===== src/abmsca_pkg.sv =====
// ----------------------------------------------------------------------------
// abmsca_pkg
// Shared types and constants of the accumulate-before-multiply convolution
// accumulator: sizes, operation codes, register map and item records.
// ----------------------------------------------------------------------------
package abmsca_pkg;

  localparam int PATCH_DEPTH = 1024;
  localparam int LANES       = 8;

  localparam int ADDR_W  = $clog2(PATCH_DEPTH);
  localparam int LANE_IW = (LANES > 1) ? $clog2(LANES) : 1;
  localparam int CNT_W   = $clog2(LANES + 1);

  localparam int OP_W       = 2;
  localparam int PADDR_W    = 10;
  localparam int LANE_W     = 3;
  localparam int SAMPLE_W   = 16;
  localparam int LOC_W      = 16;
  localparam int WEIGHT_W   = 8;
  localparam int BIAS_W     = 8;
  localparam int LCOUNT_W   = 4;
  localparam int VALUE_W    = 8;
  localparam int CFG_DATA_W = 10;
  localparam int CFG_IDX_W  = 3;

  localparam int IN_TDATA_W  = 72;
  localparam int OUT_TDATA_W = 16;

  localparam int STRIDE_W = 10;
  localparam int PROD_W   = LOC_W + STRIDE_W;
  localparam int ENTRY_W  = PROD_W + 1;

  localparam int FRAC_BITS = 31;
  localparam int SUM_W     = SAMPLE_W + FRAC_BITS + 1;
  localparam int Q_W       = SUM_W - FRAC_BITS + 1;

  localparam int QDEPTH = 4;
  localparam int QPTR_W = $clog2(QDEPTH);

  localparam logic signed [VALUE_W-1:0] SAT_MAX = 8'sd127;
  localparam logic signed [VALUE_W-1:0] SAT_MIN = -8'sd128;

  typedef enum logic [OP_W-1:0] {
    OP_LOAD     = 2'd0,
    OP_LOCATION = 2'd1,
    OP_WEIGHT   = 2'd2,
    OP_FINISH   = 2'd3
  } op_t;

  typedef enum logic [CFG_IDX_W-1:0] {
    CFG_COLUMN_BITS  = 3'd0,
    CFG_ROW_BITS     = 3'd1,
    CFG_ROW_STRIDE   = 3'd2,
    CFG_PLANE_STRIDE = 3'd3,
    CFG_ACC_SHIFT    = 3'd4,
    CFG_BIAS_SHIFT   = 3'd5
  } cfg_idx_t;

  typedef struct packed {
    logic [3:0]          column_bits;
    logic [3:0]          row_bits;
    logic [STRIDE_W-1:0] row_stride;
    logic [STRIDE_W-1:0] plane_stride;
    logic signed [4:0]   acc_shift;
    logic signed [4:0]   bias_shift;
  } cfg_t;

  typedef struct packed {
    op_t                        op;
    logic [PADDR_W-1:0]         patch_addr;
    logic [LANE_W-1:0]          lane;
    logic signed [SAMPLE_W-1:0] sample;
    logic [LOC_W-1:0]           location;
    logic signed [WEIGHT_W-1:0] weight;
    logic signed [BIAS_W-1:0]   bias;
    logic [LCOUNT_W-1:0]        lane_count;
  } in_item_t;

  typedef struct packed {
    op_t                        op;
    logic [ADDR_W-1:0]          addr;
    logic [LANE_W-1:0]          lane;
    logic [SAMPLE_W-1:0]        sample;
    logic                       in_range;
    logic signed [WEIGHT_W-1:0] weight;
    logic signed [BIAS_W-1:0]   bias;
    logic [LCOUNT_W-1:0]        lane_count;
  } q_item_t;

  typedef struct packed {
    logic [LANE_W-1:0]         lane_index;
    logic signed [VALUE_W-1:0] value;
    logic                      last;
    logic                      location_error;
  } result_t;

endpackage


===== src/abmsca_queue.sv =====
// ----------------------------------------------------------------------------
// abmsca_queue
// Short first-in first-out queue of decoded items between input side and
// execution side.
// ----------------------------------------------------------------------------
module abmsca_queue (
  input  logic                clk,
  input  logic                rst,
  input  logic                in_valid,
  output logic                in_ready,
  input  abmsca_pkg::q_item_t in_item,
  output logic                out_valid,
  input  logic                out_ready,
  output abmsca_pkg::q_item_t out_item
);

  abmsca_pkg::q_item_t              slots [abmsca_pkg::QDEPTH];
  logic [abmsca_pkg::QPTR_W-1:0]    wr_ptr;
  logic [abmsca_pkg::QPTR_W-1:0]    rd_ptr;
  logic [abmsca_pkg::QPTR_W:0]      fill;
  logic                             push;
  logic                             pop;

  assign in_ready  = fill != (abmsca_pkg::QPTR_W + 1)'(abmsca_pkg::QDEPTH);
  assign out_valid = fill != '0;
  assign out_item  = slots[rd_ptr];
  assign push      = in_valid && in_ready;
  assign pop       = out_valid && out_ready;

  always_ff @(posedge clk) begin
    if (rst) begin
      wr_ptr <= '0;
      rd_ptr <= '0;
      fill   <= '0;
    end else begin
      if (push) wr_ptr <= wr_ptr + 1'b1;
      if (pop) rd_ptr <= rd_ptr + 1'b1;
      if (push && !pop) fill <= fill + 1'b1;
      else if (pop && !push) fill <= fill - 1'b1;
    end
  end

  always_ff @(posedge clk) begin
    if (push) slots[wr_ptr] <= in_item;
  end

endmodule


===== config.mk =====
export PLATFORM = sky130hd
export DESIGN_NAME = abmsca_queue
export DESIGN_NICKNAME = d
export VERILOG_FILES = /design/src/abmsca_pkg.sv /design/src/abmsca_queue.sv
export SDC_FILE = /design/constraint.sdc
export NUM_CORES = 1
export LEC_CHECK = 0
export BUFFER_PORTS_ARGS = -buffer_cell sky130_fd_sc_hd__buf_2
export CAP_MARGIN = 20
export CORE_MARGIN = 2
export CORE_UTILIZATION = 39
export CTS_BUF_LIST = sky130_fd_sc_hd__clkbuf_8
export DETAILED_ROUTE_END_ITERATION = 8
export HOLD_SLACK_MARGIN = 0.02
export REMOVE_ABC_BUFFERS = 1
export SYNTH_ARGS = -nofsm -noshare
export SYNTH_HDL_FRONTEND = slang
export SYNTH_SLANG_ARGS = --single-unit
export TNS_END_PERCENT = 10

===== constraint.sdc =====
create_clock -name clk -period 3.3 [get_ports clk]
set_clock_uncertainty 0.1 [all_clocks]
set_input_delay 0.33 -clock clk [delete_from_list [all_inputs] [get_ports clk]]
set_output_delay 0.33 -clock clk [all_outputs]
set_load 0.1 [all_outputs]

==> results.md <==
* Port-buffer cells at 109
* Core ar. at 20,230 um^2
* Met2 routed WL at 7328 um
* Worst setup EP type: primary output
* Yosys top cell by area: edfxtp_1
* Worst skew pair latency at 500 ps
* Startpoint types: register
* Cells along the critical path: buf_4 > mux4_2 > buf_2
* Die X at 147.5 um
* WS Path Type: register to primary output
* CP top delay family: buffers and inverters
* Max Root-Sink Buffers at 3
* Synth Area per Inst at 25.09 um^2
* Antenna diode count at 0
* Metal1 wirelength at 6427 um
* Initial Util at 39.69%
* Hold endpoint: rd_ptr[0]$_SDFFE_PP0P_
* Crit path max fanout at 16
* Post-synth top area share at 77.78%
* Max cap viols at 0
* Syn-to-layout area delta at 25.12%
* Final Critical Period at 2713 ps
* Vias in the first global route at 4,296
* Die Height at 147.5 um
* Post-DRT Antenna Nets at 0
* DRT Pass-1 Iters at 4
* Drt wl/cell at 18.47 um
* Slowest cell on crit path: mux4_2
* Total track usage at 14.12%
* Area of the die at 21,750 um^2
* Top post-synthesis cells by count: edfxtp_1, mux4_2, dfxtp_1
* Post-synth EDFFs at 208
* Min-Delay Path Class: primary input to register
* Antenna violations before repair at 0
* Pre-CTS WS at 875.6 ps
* CTS H-Tree Depth at 2
* #FFs+latches synth at 217
* Clock root cell: clkbuf_8
* First DRT Iteration DRCs at 213
* Setup bufs post-CTS at 0
* RSZ-0062 raised after global routing: false
* Worst endpoint data arrival time at 2280 ps
* First-pass GRT wire length at 23,400 um
* I/O pin count at 110
* Synth warn at 0
* Worst Path Required at 2870 ps
* Clk sink count at 217
* Synth Flop Type: edfxtp_1
* Cell with the most instances after synthesis: edfxtp_1
* Reg2reg start: fill[0]$_SDFFE_PP0P_
* Pwr Density at 935.6 nW/um^2
* Dpl hpwl at 8680 um
* Row cnt at 52
* Synth cell types at 24
* Total power at 0.009400 W
* Via count at 3,901
* FF-to-FF path depth at 8
* Fmax at 0.3686 GHz
* FF-to-FF setup slack at 850 ps
* Worst slew margin at 61.62%
* Status: complete, no violations
* Worst-margin pin slew at 575.7 ps
* Worst r2r dst: fill[2]$_SDFFE_PP0P_
* WP buf/inv at 2
* Final worst setup slack at 587.3 ps
* CTS Buf Count at 36
* Post-synthesis cell count at 320
* Fin crit share at 82.20%
* Top Metal Used: met4
* Largest net degree at the start of global routing at 53
* Max VDD drop at 0.0004802 V
* CTS tree: built
* Net count, final at 579
* Hold path start: out_ready
* Post-layout util at 49.65%
* Setup violators final at 0
* Layout cells sized above 1 at 40.82%
* Final count of pins violating max slew at 0
* CP peak stage delay at 570 ps
* GRT overflow at 0
* Final WL at 14,940 um
* Main area contributors after synthesis: edfxtp_1, mux4_2, dfxtp_1, buf_12, ha_1
* Fillers at 1,689
* Register area share after synthesis at 80.02%
* Met3 WL at 975 um
* Fraction of registers with async set/reset at 0%
* Post-Syn Area at 8030 um^2
* Number of vias per cell at 4.822
* DRC errors left at 0
* Leak pwr at 3.461 nW
* Routability congestion estimate at 0.7082
* Hold Path Cell Cnt at 4
* Reg clk slew, reported paths at 70 ps
* Final hold violation count at 0
==> layout make-up <==
class	count	area [um^2]	area share, %
clock inverters	23	102.6	1.021
inverters	3	11.26	0.1121
multi-input cells	87	1454	14.47
clock buffers	37	509.2	5.069
flip-flops and latches	217	6431	64.01
repair buffers	172	1201	11.96
well taps	270	337.8	3.362
==> cell usage in the layout, fill, tap and decap left out, drive strengths merged <==
| cell | n |
|---|---|
| a21boi | 1 |
| a21oi | 1 |
| and2 | 4 |
| buf | 119 |
| clkbuf | 37 |
| clkinv | 11 |
| clkinvlp | 2 |
| dfxtp | 9 |
| dlygate4sd3 | 53 |
| edfxtp | 208 |
| fa | 1 |
| ha | 5 |
| inv | 13 |
| mux2 | 1 |
| mux2i | 2 |
| mux4 | 52 |
| nand2 | 1 |
| nand2b | 2 |
| nor2 | 8 |
| o21ai | 1 |
| o311ai | 1 |
| o31ai | 1 |
| or3 | 2 |
| xor2 | 4 |
==> worst max path at each step <==
stage                         start                    to  slack [ps]  depth (start not counted)
5_1_grt                    register           out_item[9]         420                          3
6_report                   register           out_item[9]         590                          3
4_1_cts                    register           out_item[9]         490                          3
2_1_floorplan              register          out_item[47]        -610                          1
3_5_place_dp   fill[0]$_SDFFE_PP0P_  fill[2]$_SDFFE_PP0P_         880                          8
3_3_place_gp   fill[0]$_SDFFE_PP0P_  fill[2]$_SDFFE_PP0P_        1090                          8
==> repair_timing <==
item / 4_1_cts / 5_1_grt
gates resized for setup: 0 / 0
hold buffers: 53 / 0
hold endpoints to repair: 215 / 0
endpoints found under the setup margin: 0 / 0
==> through the flow <==
stage	TNS [ps]	hold slack, ps	instance area, um^2	instances
final	0	140.3	10050	809
after global routing	0	163.0	10050	809
after CTS	0	117.6	10050	809
after detailed placement	0	418.4	8905	696
after global placement	0	399.5	8905	696
after floorplan	-15380	299.1	7886	307
==> per-layer routing <==
layer,vias up,GRT usage (%)
met5,-,0
met4,0,4.327
met3,19,4.537
met2,106,22.97
met1,2024,18.32
li1,1752,-
==> worst register-to-register path, cell delays in order (launching register included) <==
cell	delay [ps]
dfxtp_1	450
nor2_1	100
a21boi_2	310
ha_1	260
inv_1	70
fa_1	400
xor2_1	190
or3_1	320
a21oi_1	170
==> registers in the layout (all words and copies together) (netlist names), named ones only <==
name and count:
wr_ptr 2, rd_ptr 2, fill 3, slots 208
==> cell families (layout without fill, tap and decap cells) <==
group	Yosys count	count (layout)	synth area share, %
AO/OA/AOI/OAI	5	5	0.4674
XOR/XNOR	4	4	0.4362
adder cells (fa/ha/maj)	6	6	1.028
buffers and inverters	16	235	1.932
flip-flops	217	217	80.02
multiplexers	55	55	15.07
AND/OR/NAND/NOR	17	17	1.044
==> report_power, final <==
part           internal [W]  switching, W
combinational      0.000867       0.00302
sequential          0.00335      0.000135
clock               0.00104      0.000987
Power figures use the tool's default switching activity.
